[config.mk]
export PLATFORM = sky130hd
export DESIGN_NAME = mfpr_ctrl
export DESIGN_NICKNAME = d
export VERILOG_FILES = /design/src/mfpr_pkg.sv /design/src/mfpr_ctrl.sv
export SDC_FILE = /design/constraint.sdc
export NUM_CORES = 1
export LEC_CHECK = 0
export BUFFER_PORTS_ARGS = -buffer_cell sky130_fd_sc_hd__buf_4
export CAP_MARGIN = 20
export CORE_UTILIZATION = 35
export DETAILED_ROUTE_END_ITERATION = 12
export PLACE_DENSITY = 0.59
export SYNTH_ARGS = -nofsm -noshare
export SYNTH_HDL_FRONTEND = slang
export SYNTH_SLANG_ARGS = --single-unit
[constraint.sdc]
create_clock -name clk -period 8.4 [get_ports clk]
set_clock_uncertainty 0.15 [all_clocks]
set_input_delay 1.68 -clock clk [delete_from_list [all_inputs] [get_ports clk]]
set_output_delay 1.68 -clock clk [all_outputs]
set_load 0.01 [all_outputs]
[src/mfpr_pkg.sv]
// ---------------------------------------------------------------------------
// mfpr_pkg
// Shared codes, select encodings and the command/status bundles that pass
// between the push-relabel controller and its datapath.
// ---------------------------------------------------------------------------
package mfpr_pkg;

  localparam int FLOW_TOTAL_W = 22;
  localparam int CFG_W        = 7;

  localparam logic [1:0] FUNC_WRITE = 2'd0;
  localparam logic [1:0] FUNC_RUN   = 2'd1;
  localparam logic [1:0] FUNC_CLEAR = 2'd2;

  localparam logic [1:0] CFG_NODE_COUNT = 2'd0;
  localparam logic [1:0] CFG_SOURCE     = 2'd1;
  localparam logic [1:0] CFG_SINK       = 2'd2;

  typedef enum logic [2:0] {
    FLOW_ZERO,
    FLOW_CAP,
    FLOW_NEGCAP,
    FLOW_NEW,
    FLOW_NEGNEW
  } flow_wsel_t;

  typedef enum logic [1:0] {
    EXC_ZERO,
    EXC_CAP,
    EXC_HELD,
    EXC_ADD
  } exc_wsel_t;

  typedef enum logic [1:0] {
    HGT_ZERO,
    HGT_NODES,
    HGT_BEST
  } hgt_wsel_t;

  typedef struct packed {
    logic       cap_we;
    logic       rd_en;
    logic       flow_we;
    flow_wsel_t flow_wsel;
    logic       exc_we;
    exc_wsel_t  exc_wsel;
    logic       hgt_we;
    hgt_wsel_t  hgt_wsel;
    logic       al_we;
    logic       lat_node;
    logic       push_eval;
    logic       j_ne_i;
    logic       top_from_hgt;
    logic       top_from_best;
    logic       total_clr;
    logic       total_acc;
  } cmd_t;

  typedef struct packed {
    logic exc_pos;
    logic h_gt_top;
    logic h_eq_top;
    logic adm;
    logic ex_zero;
    logic pushed;
    logic best_valid;
    logic best_gt_top;
  } sts_t;

endpackage

[src/mfpr_ctrl.sv]
// ---------------------------------------------------------------------------
// mfpr_ctrl
// Sequencer for the solver: matrix clear sweep, run set-up, active node
// scan, discharge (push / relabel) and the final flow sum.
// ---------------------------------------------------------------------------
module mfpr_ctrl import mfpr_pkg::*; #(
  parameter int MAX_NODES = 64,
  parameter int CAP_BITS  = 16,
  localparam int IW = $clog2(MAX_NODES),
  localparam int AW = 2 * IW,
  localparam int NW = IW + 1
) (
  input  logic                clk,
  input  logic                rst_n,
  input  logic                in_valid,
  output logic                in_ready,
  input  logic [1:0]          in_func,
  input  logic [5:0]          in_from_node,
  input  logic [5:0]          in_to_node,
  input  logic [15:0]         in_capacity,
  output logic                out_valid,
  input  logic                out_ready,
  input  logic                cfg_we,
  input  logic [1:0]          cfg_index,
  input  logic [CFG_W-1:0]    cfg_wdata,
  output cmd_t                cmd,
  input  sts_t                sts,
  output logic [AW-1:0]       cap_waddr,
  output logic [CAP_BITS-1:0] cap_wdata,
  output logic [AW-1:0]       cap_raddr,
  output logic [AW-1:0]       flow_waddr,
  output logic [AW-1:0]       flow_raddr,
  output logic [IW-1:0]       node_waddr,
  output logic [IW-1:0]       node_raddr,
  output logic [IW-1:0]       al_waddr,
  output logic [IW-1:0]       al_wdata,
  output logic [IW-1:0]       al_raddr,
  output logic [NW-1:0]       n_nodes,
  input  logic [IW-1:0]       al_q
);

  typedef enum logic [4:0] {
    S_CLR_CAP, S_IDLE, S_FCLR, S_NINIT, S_SAT_RD, S_SAT_WR, S_SAT_WR2,
    S_SCAN_RD, S_SCAN_EV, S_DIS_RD, S_DIS_I, S_DIS_EH, S_PS_RD, S_PS_EV,
    S_PS_W2, S_PS_W3, S_PS_END, S_SUM_RD, S_SUM_AC, S_OUT
  } state_t;

  state_t           state_r, state_nxt;
  logic [AW-1:0]    addr_r, addr_nxt;
  logic [IW-1:0]    row_r, row_nxt, j_r, j_nxt, i_r, i_nxt, list0_r, list0_nxt;
  logic [NW-1:0]    cnt_r, cnt_nxt, n_r, n_nxt, cnt_v, n_sat;
  logic             out_valid_r, out_valid_nxt;
  logic [CFG_W-1:0] node_count_r;
  logic [5:0]       source_r, sink_r;

  logic [IW-1:0] s_idx, t_idx;
  logic          last_j, last_row, run_bad, consider;

  assign s_idx    = IW'(source_r);
  assign t_idx    = IW'(sink_r);
  assign last_j   = {1'b0, j_r} == NW'(n_r - NW'(1));
  assign last_row = {1'b0, row_r} == NW'(n_r - NW'(1));
  assign consider = (j_r != s_idx) && (j_r != t_idx) && sts.exc_pos;

  always_comb begin
    if (int'(node_count_r) < 2) n_sat = NW'(2);
    else if (int'(node_count_r) > MAX_NODES) n_sat = NW'(MAX_NODES);
    else n_sat = NW'(node_count_r);
  end

  assign run_bad = (int'(source_r) >= int'(n_sat)) || (int'(sink_r) >= int'(n_sat))
                   || (source_r == sink_r);

  always_comb begin
    state_nxt     = state_r;
    addr_nxt      = addr_r;
    row_nxt       = row_r;
    j_nxt         = j_r;
    i_nxt         = i_r;
    list0_nxt     = list0_r;
    cnt_nxt       = cnt_r;
    n_nxt         = n_r;
    out_valid_nxt = out_valid_r;
    cnt_v         = cnt_r;
    cmd           = '0;
    in_ready      = 1'b0;
    cap_waddr     = addr_r;
    cap_wdata     = '0;
    cap_raddr     = {i_r, j_r};
    flow_waddr    = {row_r, j_r};
    flow_raddr    = {i_r, j_r};
    node_waddr    = j_r;
    node_raddr    = j_r;
    al_waddr      = '0;
    al_wdata      = j_r;
    al_raddr      = IW'(cnt_r - NW'(1));
    case (state_r)
      S_CLR_CAP: begin
        cmd.cap_we = 1'b1;
        addr_nxt   = addr_r + AW'(1);
        if (addr_r == '1) state_nxt = S_IDLE;
      end
      S_IDLE: begin
        in_ready = 1'b1;
        if (in_valid) begin
          case (in_func)
            FUNC_WRITE: begin
              cap_waddr = {IW'(in_from_node), IW'(in_to_node)};
              cap_wdata = CAP_BITS'(in_capacity);
              cmd.cap_we = (int'(in_from_node) < MAX_NODES) &&
                           (int'(in_to_node) < MAX_NODES);
            end
            FUNC_RUN: begin
              cmd.total_clr = 1'b1;
              n_nxt = n_sat;
              row_nxt = '0;
              j_nxt = '0;
              if (run_bad) begin
                out_valid_nxt = 1'b1;
                state_nxt = S_OUT;
              end else begin
                state_nxt = S_FCLR;
              end
            end
            FUNC_CLEAR: begin
              addr_nxt  = '0;
              state_nxt = S_CLR_CAP;
            end
            default: ;
          endcase
        end
      end
      S_FCLR: begin
        cmd.flow_we = 1'b1;
        cmd.flow_wsel = FLOW_ZERO;
        if (last_j) begin
          j_nxt = '0;
          row_nxt = row_r + IW'(1);
          if (last_row) state_nxt = S_NINIT;
        end else begin
          j_nxt = j_r + IW'(1);
        end
      end
      S_NINIT: begin
        cmd.exc_we = 1'b1;
        cmd.exc_wsel = EXC_ZERO;
        cmd.hgt_we = 1'b1;
        cmd.hgt_wsel = (j_r == s_idx) ? HGT_NODES : HGT_ZERO;
        if (last_j) begin
          j_nxt = '0;
          state_nxt = S_SAT_RD;
        end else begin
          j_nxt = j_r + IW'(1);
        end
      end
      S_SAT_RD: begin
        if (j_r == s_idx) begin
          if (last_j) begin
            j_nxt = '0;
            cnt_nxt = '0;
            state_nxt = S_SCAN_RD;
          end else begin
            j_nxt = j_r + IW'(1);
          end
        end else begin
          cmd.rd_en = 1'b1;
          cap_raddr = {s_idx, j_r};
          state_nxt = S_SAT_WR;
        end
      end
      S_SAT_WR: begin
        cmd.flow_we = 1'b1;
        cmd.flow_wsel = FLOW_CAP;
        flow_waddr = {s_idx, j_r};
        cmd.exc_we = 1'b1;
        cmd.exc_wsel = EXC_CAP;
        state_nxt = S_SAT_WR2;
      end
      S_SAT_WR2: begin
        cmd.flow_we = 1'b1;
        cmd.flow_wsel = FLOW_NEGCAP;
        flow_waddr = {j_r, s_idx};
        if (last_j) begin
          j_nxt = '0;
          cnt_nxt = '0;
          state_nxt = S_SCAN_RD;
        end else begin
          j_nxt = j_r + IW'(1);
          state_nxt = S_SAT_RD;
        end
      end
      S_SCAN_RD: begin
        cmd.rd_en = 1'b1;
        state_nxt = S_SCAN_EV;
      end
      S_SCAN_EV: begin
        if (consider && (cnt_r == '0 || sts.h_gt_top)) begin
          cmd.al_we = 1'b1;
          cmd.top_from_hgt = 1'b1;
          list0_nxt = j_r;
          cnt_v = NW'(1);
        end else if (consider && sts.h_eq_top) begin
          cmd.al_we = 1'b1;
          al_waddr = IW'(cnt_r);
          cnt_v = cnt_r + NW'(1);
        end
        cnt_nxt = cnt_v;
        if (last_j) begin
          j_nxt = '0;
          state_nxt = (cnt_v == '0) ? S_SUM_RD : S_DIS_RD;
        end else begin
          j_nxt = j_r + IW'(1);
          state_nxt = S_SCAN_RD;
        end
      end
      S_DIS_RD: begin
        cmd.rd_en = 1'b1;
        state_nxt = S_DIS_I;
      end
      S_DIS_I: begin
        i_nxt = al_q;
        cmd.rd_en = 1'b1;
        node_raddr = al_q;
        state_nxt = S_DIS_EH;
      end
      S_DIS_EH: begin
        cmd.lat_node = 1'b1;
        j_nxt = '0;
        state_nxt = S_PS_RD;
      end
      S_PS_RD: begin
        if (sts.ex_zero) begin
          state_nxt = S_PS_END;
        end else begin
          cmd.rd_en = 1'b1;
          state_nxt = S_PS_EV;
        end
      end
      S_PS_EV: begin
        cmd.push_eval = 1'b1;
        cmd.j_ne_i = j_r != i_r;
        if (sts.adm) begin
          cmd.flow_we = 1'b1;
          cmd.flow_wsel = FLOW_NEW;
          flow_waddr = {i_r, j_r};
          state_nxt = S_PS_W2;
        end else if (last_j) begin
          state_nxt = S_PS_END;
        end else begin
          j_nxt = j_r + IW'(1);
          state_nxt = S_PS_RD;
        end
      end
      S_PS_W2: begin
        cmd.flow_we = 1'b1;
        cmd.flow_wsel = FLOW_NEGNEW;
        flow_waddr = {j_r, i_r};
        cmd.rd_en = 1'b1;
        state_nxt = S_PS_W3;
      end
      S_PS_W3: begin
        cmd.exc_we = 1'b1;
        cmd.exc_wsel = EXC_ADD;
        if (last_j) begin
          state_nxt = S_PS_END;
        end else begin
          j_nxt = j_r + IW'(1);
          state_nxt = S_PS_RD;
        end
      end
      S_PS_END: begin
        node_waddr = i_r;
        if (sts.pushed) begin
          cmd.exc_we = 1'b1;
          cmd.exc_wsel = EXC_HELD;
          if (sts.ex_zero) cnt_v = cnt_r - NW'(1);
        end else if (!sts.best_valid) begin
          // no residual edge at all: excess is dropped
          cmd.exc_we = 1'b1;
          cmd.exc_wsel = EXC_ZERO;
          cnt_v = cnt_r - NW'(1);
        end else begin
          cmd.hgt_we = 1'b1;
          cmd.hgt_wsel = HGT_BEST;
          if (i_r == list0_r) cmd.top_from_best = 1'b1;
          else if (sts.best_gt_top) cnt_v = '0;
        end
        cnt_nxt = cnt_v;
        j_nxt = '0;
        state_nxt = (cnt_v != '0) ? S_DIS_RD : S_SCAN_RD;
      end
      S_SUM_RD: begin
        cmd.rd_en = 1'b1;
        flow_raddr = {s_idx, j_r};
        state_nxt = S_SUM_AC;
      end
      S_SUM_AC: begin
        cmd.total_acc = j_r != s_idx;
        if (last_j) begin
          out_valid_nxt = 1'b1;
          state_nxt = S_OUT;
        end else begin
          j_nxt = j_r + IW'(1);
          state_nxt = S_SUM_RD;
        end
      end
      S_OUT: begin
        if (out_ready) begin
          out_valid_nxt = 1'b0;
          state_nxt = S_IDLE;
        end
      end
      default: state_nxt = S_IDLE;
    endcase
  end

  always_ff @(posedge clk) begin
    if (!rst_n) begin
      state_r      <= S_CLR_CAP;
      addr_r       <= '0;
      row_r        <= '0;
      j_r          <= '0;
      i_r          <= '0;
      list0_r      <= '0;
      cnt_r        <= '0;
      n_r          <= NW'(2);
      out_valid_r  <= 1'b0;
      node_count_r <= CFG_W'(2);
      source_r     <= 6'd0;
      sink_r       <= 6'd1;
    end else begin
      state_r     <= state_nxt;
      addr_r      <= addr_nxt;
      row_r       <= row_nxt;
      j_r         <= j_nxt;
      i_r         <= i_nxt;
      list0_r     <= list0_nxt;
      cnt_r       <= cnt_nxt;
      n_r         <= n_nxt;
      out_valid_r <= out_valid_nxt;
      if (cfg_we) begin
        case (cfg_index)
          CFG_NODE_COUNT: node_count_r <= cfg_wdata;
          CFG_SOURCE:     source_r <= cfg_wdata[5:0];
          CFG_SINK:       sink_r <= cfg_wdata[5:0];
          default: ;
        endcase
      end
    end
  end

  assign out_valid = out_valid_r;
  assign n_nodes   = n_r;

  a_cnt_bound: assert property (@(posedge clk) disable iff (!rst_n)
    cnt_r <= n_r) else $error("active count beyond node count");

  a_out_state: assert property (@(posedge clk) disable iff (!rst_n)
    out_valid_r == (state_r == S_OUT)) else $error("result valid outside output state");

  a_push_wb: assert property (@(posedge clk) disable iff (!rst_n)
    (state_r == S_PS_EV) && sts.adm |=> state_r == S_PS_W2)
    else $error("push not followed by reverse flow write");

  a_ready_idle: assert property (@(posedge clk) disable iff (!rst_n)
    in_ready |-> !out_valid_r && cnt_r <= n_r)
    else $error("input taken while result pending");

endmodule

# [Word-level counts from Yosys, hierarchy flattened]
# Index checks and enable logic that the tools add are counted.
[totals] word_cells=199 regBits=75 in_bits=58 out_inout_bits=123
[op_classes] n_eq_ne=46 muxes=98 addsub=6 n_reduce_logical=33 n_lt_le_gt_ge=4
[op_table] op="12-bit 2-to-1 mux" count=9
[op_table] op="5-bit one-hot mux with 20 select lines" count=1
[op_table] op="7-bit 2-to-1 mux" count=13
[op_table] op="6-bit 2-to-1 mux" count=12
[op_table] op="5-bit 2-to-1 mux" count=14
[op_table] op="16-bit 2-to-1 mux" count=3
[op_table] op="12-bit one-hot mux with 4 select lines" count=1
[op_table] op="5-bit by 4-bit == test with 1-bit output (second input constant)" count=8
[op_table] op="6-bit one-hot mux with 6 select lines" count=1
[op_table] op="7-bit one-hot mux with 4 select lines" count=1
[op_table] op="1-bit 2-to-1 mux" count=25
[op_table] op="12-bit one-hot mux with 2 select lines" count=1
[op_table] op="5-bit by 3-bit == test with 1-bit output (second input constant)" count=4
[op_table] op="5-bit == test (second input constant)" count=4
[op_table] op="2-bit inequality test (second input constant)" count=10
[op_table] op="4-bit one-hot mux with 5 select lines" count=1
[op_table] op="6-bit == test" count=3
[op_table] op="6-bit inequality test" count=3
[op_table] op="6-bit by 7-bit == test with 1-bit output" count=2
[op_table] op="6-bit by 7-bit greater-or-equal comparator with 1-bit output" count=2
[op_table] op="7-bit logical NOT" count=2
[op_table] op="7-bit by 1-bit subtractor with 7-bit output (second input constant)" count=2
[op_table] op="12-bit by 1-bit adder with 12-bit output (second input constant)" count=1
[op_table] op="6-bit by 1-bit adder with 6-bit output (second input constant)" count=2
[op_table] op="other kinds (38)" count=62

# [Longest topological paths before layout]
# Gate-level depths: netlist of the first run.
[logic_depth] word_depth=11 ltp_mapped=12 ltp_nobuf=12

# [Worst setup path before layout of the first run]
# Ideal clock, no wire load.
[synth_path] kind="input-to-output" start="in sts[6] in the netlist's numbering" end="out al_waddr[3]" path_stages=5 t_arrival_ns=2.839 path_buffers=1 required_ns=6.570 setup_slack_ns=3.731 cell_sequence="a41o_1 or3_1 clkbuf_1 nor2_1 and2_1"
[synth_via] elab_chain_cells=4
[synth_lines] item="start: declaration" line_no="mfpr_ctrl.sv:27" text="input sts_t sts,"
[synth_lines] item="1-bit logical OR" line_no="mfpr_ctrl.sv:197" text="if (consider && (cnt_r == '0 || sts.h_gt_top)) begin"
[synth_lines] item="1-bit logical AND" line_no="mfpr_ctrl.sv:197"
[synth_lines] item="6-bit 2-to-1 mux" line_no="mfpr_ctrl.sv:197"
[synth_lines] item="6-bit 2-to-1 mux" line_no="mfpr_ctrl.sv:97" text="case (state_r)"
[synth_lines] item="end: declaration" line_no="mfpr_ctrl.sv:35" text="output logic [IW-1:0] al_waddr,"
# Every way passes these cells.

# [Worst setup path in the final report of the first run]
[layout_path] start="reg state_r[1]" end="out flow_waddr[6]"
[layout_via] elab_chain_cells=2 word_cells_on_any_way=5 cone_classes="eq/ne (4); mux (1)"
[layout_lines] item="start: declaration" line_no="mfpr_ctrl.sv:48" text="state_t state_r, state_nxt;"
[layout_lines] item="start signal: assignment" line_no="mfpr_ctrl.sv:332" text="state_r <= state_nxt;"
[layout_lines] item="5-bit by 4-bit == test with 1-bit output or 5-bit by 3-bit == test with 1-bit output (tied branches)" line_no="mfpr_ctrl.sv:97"
[layout_lines] item="12-bit one-hot mux with 4 select lines (*)" line_no="mfpr_ctrl.sv:97"
[layout_lines] item="end: declaration" line_no="mfpr_ctrl.sv:31" text="output logic [AW-1:0] flow_waddr,"
# Every way passes the cells marked *; elsewhere a longest branch is shown, timed or not.

==> flow_summary.toml, run 1 <==
[clock_tree]
clkLatencyLatePin_ps = 350
post_cts_buffers = 0
h-tree-depth = 3
cts_resized = 0
ctsHoldBuffers = 0
cts_tree = "yes"
cts.path.max_buffers = 2
cts_buffers = 9
cts_num_sinks = 75
clkTransAtPathRegs_ps = 60
cts_root_buf = "clkbuf_16"

[final_layout]
drive_above_1_share_pct = 24.5
fillers = 1845
syn_to_final_growth_pct = 26.0
fin_nets = 1051
fin_util_pct = 45.3
antenna_cells = 0

[critical_path]
path_cells = "nor2b_1 -> o21ai_0 -> o21bai_1 -> nand2_1 -> o21ai_0 -> buf_4"
path_delay_family = "compound AO/OA/AOI/OAI gates"
crit_required_ps = 6570
cp-startpoint = "state_r[1]"
critPathCaptureType = "output port"
crit_path_max_incr_delay_ps = 750
cpMostUsedCell = "o21ai_0"
start_kind = "register"
critPathSlowestCell = "dfxtp_1"
worst-path-max-fanout = 19
crit_buf_inv = 1
cp.arrival_ps = 3310
r2r-start = "al_wdata[1]"
crit_type = "register to output port"

[yosys]
async_flop_share_pct = 0
synth_area_mm2 = 0.00626
syn_nets = 929
synth.most_common_cell = "nand2_1"
synth_top_area_share_pct = 24.0
syn_inst = 851
ys.flop_type = "dfxtp_1"
yosys_warnings = 0
synth-seq-cells = 75
synthTopCellsByCount = "nand2_1 (107), nor2_1 (102), dfxtp_1 (75), o21ai_0 (50), a21oi_1 (44)"
synth.distinct_cells = 75
postSynthAreaPerCell_um2 = 7.36
yosysTopAreaCell = "dfxtp_1"
yosys-top-cells-area = "dfxtp_1 (24%), nand2_1 (6.4%), nor2_1 (6.1%), mux2i_1 (5.3%), xor2_1 (4.9%)"
synth_edf_count = 0
ys_seq_area_share_pct = 24.0

[floorplanning]
fp.dieH_um = 136
core_area_mm2 = 0.0174
start_util_pct = 36.0
die_area_mm2 = 0.0184
top_level_ports = 181
rows = 48
die_x_um = 136

[sta]
slew_viol_final = 0
tns_ps = 0
setup_viol = 0
fin_ws_ps = 3260
slew_headroom_pct = 32.4
hold_viol = 0
rsz0062_at_grt = "false"
tightest_slew_ps = 1010
period_needed_ps = 5140
max_freq_mhz = 195
period_share_pct = 61.2

[detailed_routing]
dr.pass1.iters = 6
dr_total_vias = 6606
drtIter0Drc = 477
drc_errors = 0
drt_wl_total_mm = 21.4
antenna_left = 0
routed_via_density = 5.50
wl_per_cell_um = 17.8

[pwr]
ir_drop_mv = 0.0938
p_leak_uw = 0.00342
power.density_mw_per_mm2 = 128

[worst_hold_path]
hold_start = "node_count_r[0]"
min_path_type = "register to register"

[placement]
io_buffers = 180
gp_congestion = 0.936
place_hpwl_mm = 16.0
dp_slack_ps = 3440

[grt]
grt_pass1_vias = 5962
grt_max_degree = 36
grt-ovfl-total = 0
gr-usage-all-layers_pct = 23.5
grt_pass1_wl_mm = 33.3
antenna_found_initial = 0

[flow_run]
cap_violations = 0

[status]
run_status = "finished clean"
==> worst register-to-register path, stage by stage (launching register included) <==
cell and delay, ps:
dfxtp_1 790, xnor2_1 190, nand4_1 300, o21ai_1 880, o211ai_1 390, a221oi_4 460, nand4_1 170, xnor2_1 190
nor2_1 50
==> where the power goes <==
| part | total [uW] | leakage [uW] | internal (uW) | switching [uW] |
|---|---|---|---|---|
| logic | 226 | 0.00266 | 96.2 | 130 |
| registers | 381 | 0.000606 | 366 | 14.8 |
| clock network | 404 | 0.000145 | 246 | 159 |
| total | 1010 | 0.00342 | 708 | 303 |
==> registers in the layout, summed over array words and instances (netlist names) <==
register	flops
n_nodes	7
cnt_r	7
node_count_r	7
row_r	6
sink_r	6
s_idx	6
addr_r	12
al_wdata	6
out_valid	1
i_r	6
state_r	5
list0_r	6
==> layer usage <==
metal  vias to the layer above  global-route usage [%]  share of wire (%)
met4                         0                    8.68                2.2
met5                         -                       0                  0
met2                       270                    35.2                 44
met1                      3099                    33.3                 47
met3                        33                    4.08                6.9
li1                       3204                       -                  -
==> cell type report <==
type	instances	area, um2	area share (%)
multi-input combinational	677	4320	54.7
sequential	75	1500	19.0
timing repair buffer	187	1400	17.7
tap	225	282	3.57
clock buffer	12	256	3.25
inverter	23	86.3	1.09
clock inverter	3	46.3	0.586
==> worst paths after layout <==
path | depth (start not counted) | to | slack (ps)
setup reg to reg | 8 | al_wdata[3] | 4710
setup / recovery | 6 | flow_waddr[6] | 3260
hold reg to reg | 2 | node_count_r[0] | 350
hold / removal | 2 | node_count_r[0] | 350
==> placed cells by master (no fill, tap or decap), drive strengths merged, types with 4 or more instances in the layout <==
cell and count:
o21bai 4, nand3b 4, o31ai 9, nand2 107, xnor2 32, clkbuf 12
nand2b 14, mux2 17, a21oi 45, ha 20, and2 28, a221oi 7
nand4 14, buf 187, nor2 102, nor2b 12, inv 24, a222oi 9
nor3 26, a31oi 6, dfxtp 75, xor2 35, o21ai 55, o41ai 5
mux2i 33, nand3 21, o22ai 5, and3 7, nor4 10, or3 5
==> cells by family after synthesis <==
| family | synth area share [%] |
|---|---|
| compound gates | 18.4 |
| xor+xnor | 10.1 |
| fa+ha+maj | 3.99 |
| buf+inv | 7.19 |
| flops | 24.0 |
| mux | 8.33 |
| simple gates | 28.1 |
==> metrics by stage <==
step / hold slack, ps / instances / total power [uW] / cell area [um2]
2_1_floorplan: 302 / 851 / 528 / 6260
3_3_place_gp: 319 / 1186 / 611 / 7590
3_5_place_dp: 326 / 1187 / 611 / 7590
4_1_cts: 345 / 1202 / 1020 / 7900
5_1_grt: 384 / 1202 / 1060 / 7900
6_report: 345 / 1202 / 1010 / 7900
No activity file was read; power rests on OpenSTA's default activity.
==> run 2: changes to the inputs <==
--- a/config.mk
+++ b/config.mk
@@ -9,7 +9,7 @@
 export CAP_MARGIN = 20
 export CORE_UTILIZATION = 35
 export DETAILED_ROUTE_END_ITERATION = 12
-export PLACE_DENSITY = 0.59
+export PLACE_DENSITY = 0.61
 export SYNTH_ARGS = -nofsm -noshare
 export SYNTH_HDL_FRONTEND = slang
 export SYNTH_SLANG_ARGS = --single-unit
==> constraint.sdc (replaced) <==
create_clock -name clk -period 4.1 [get_ports clk]
set_clock_uncertainty 0.15 [all_clocks]
set_input_delay 0.82 -clock clk [delete_from_list [all_inputs] [get_ports clk]]
set_output_delay 0.82 -clock clk [all_outputs]
set_load 0.01 [all_outputs]
==> flow_summary.toml, run 2 (synthesis gave the netlist of run 1 again) <==
[status]
run_status = "finished clean"

[clock_tree]
cts_buffers = 9
cts_num_sinks = 75
cts.path.max_buffers = 2
clkLatencyLatePin_ps = 350
post_cts_buffers = 0
cts_tree = "yes"
h-tree-depth = 3
cts_root_buf = "clkbuf_16"
cts_resized = 0
clkTransAtPathRegs_ps = 60
ctsHoldBuffers = 0

[critical_path]
critPathCaptureType = "output port"
crit_required_ps = 3130
path_delay_family = "simple AND/OR/NAND/NOR gates"
start_kind = "register"
cp.arrival_ps = 2740
crit_type = "register to output port"
crit_buf_inv = 3
crit_path_max_incr_delay_ps = 460
path_cells = "nor2_1 -> nand3_1 -> inv_1 -> nand2_1 -> nor3_2 -> buf_12 -> mux2_2 -> buf_4"
critPathSlowestCell = "nor2_1"
worst-path-max-fanout = 22

[grt]
grt_pass1_vias = 5840
grt-ovfl-total = 0
gr-usage-all-layers_pct = 23.0
antenna_found_initial = 0
grt_pass1_wl_mm = 32.6
grt_max_degree = 32

[detailed_routing]
antenna_left = 0
routed_via_density = 5.45
drc_errors = 0
wl_per_cell_um = 17.6
dr_total_vias = 6672
drtIter0Drc = 661
drt_wl_total_mm = 21.6
dr.pass1.iters = 8

[final_layout]
stdcell_count = 1225
drive_above_1_share_pct = 26.3
final_common_cell = "buf_4"
largest_reg_flops = 12
fin_nets = 1073
antenna_cells = 0
syn_to_final_growth_pct = 29.1
mostFrequentLayoutCells = "buf_4 (208), nand2_1 (107), nor2_1 (102)"
stdcell_area_mm2 = 0.00809
top_register = "addr_r"

[floorplanning]
die_area_mm2 = 0.0184
die_x_um = 136
core_area_mm2 = 0.0174
top_level_ports = 181
rows = 48
fp.dieH_um = 136
start_util_pct = 36.0

[placement]
io_buffers = 180
place_hpwl_mm = 16.3
dp.cells = 1209
gp_congestion = 0.924
placed_cell_area_mm2 = 0.00777
dp_slack_ps = 748

[sta]
tns_ps = 0
fin_ws_ps = 387
tightest_slew_ps = 915
whs_ps = 358
slew_headroom_pct = 38.6
slew_viol_final = 0
period_needed_ps = 3710
setup_viol = 0
hold_viol = 0
period_share_pct = 90.6
max_freq_mhz = 269
rsz0062_at_grt = "false"

[pwr]
power.density_mw_per_mm2 = 260
p_leak_uw = 0.00354
ir_drop_mv = 0.222

[worst_hold_path]
min_path_type = "register to register"

[flow_run]
cap_violations = 0
run 2: cell types whose count changed in the layout (fill, tap and decap cells not counted):
cell	before	now
buf_2	1	0
clkbuf_1	1	0
clkbuf_8	2	1
buf_12	0	1
clkinv_4	0	3
buf_4	186	208
run 2: power by group:
group	leakage (uW)	switching [uW]	internal, uW
Clock	0.000149	351	494
Combinational	0.00278	266	206
Sequential	0.000606	38.0	749
Total	0.00354	654	1450
run 2: layer usage:
layer	up-vias	wire length, um	track usage [%]
met2	296	9730	35.8
met4	0	369	8.05
met3	25	1520	3.70
li1	3247	-	-
met5	-	0	0
met1	3104	9950	32.0
run 2: final cells by class:
| cell class | count | area (um2) |
|---|---|---|
| flip-flops and latches | 75 | 1500 |
| repair buffers | 209 | 1580 |
| clock inverters | 6 | 72.6 |
| inverters | 23 | 86.3 |
| multi-input cells | 677 | 4320 |
| clock buffers | 10 | 239 |
| fillers | 1763 | 9330 |
| well taps | 225 | 282 |
run 2: path summary, 6_finish.rpt:
path	startpoint	to	slack [ps]	depth (start not counted)
setup reg to reg	s_idx[5]	al_wdata[3]	900	8
setup / recovery	state_r[2]	cap_waddr[7]	390	8
hold / removal	node_count_r[1]	node_count_r[1]	360	2
hold reg to reg	node_count_r[1]	node_count_r[1]	360	2
run 2: worst register-to-register path: stages, from the launching register on:
cell      delay, ps
dfxtp_1         510
xnor2_1         160
nand4_1         280
o21ai_1         810
o211ai_1        350
a221oi_4        430
nand4_1         170
xnor2_1         160
nor2_1           50
run 2: metrics by stage:
stage	util (%)	total power, uW
final	46.4	2100
after global routing	46.4	2200
after CTS	46.4	2110
after detailed placement	44.6	1270
after global placement	44.6	1270
after floorplan	-	1080
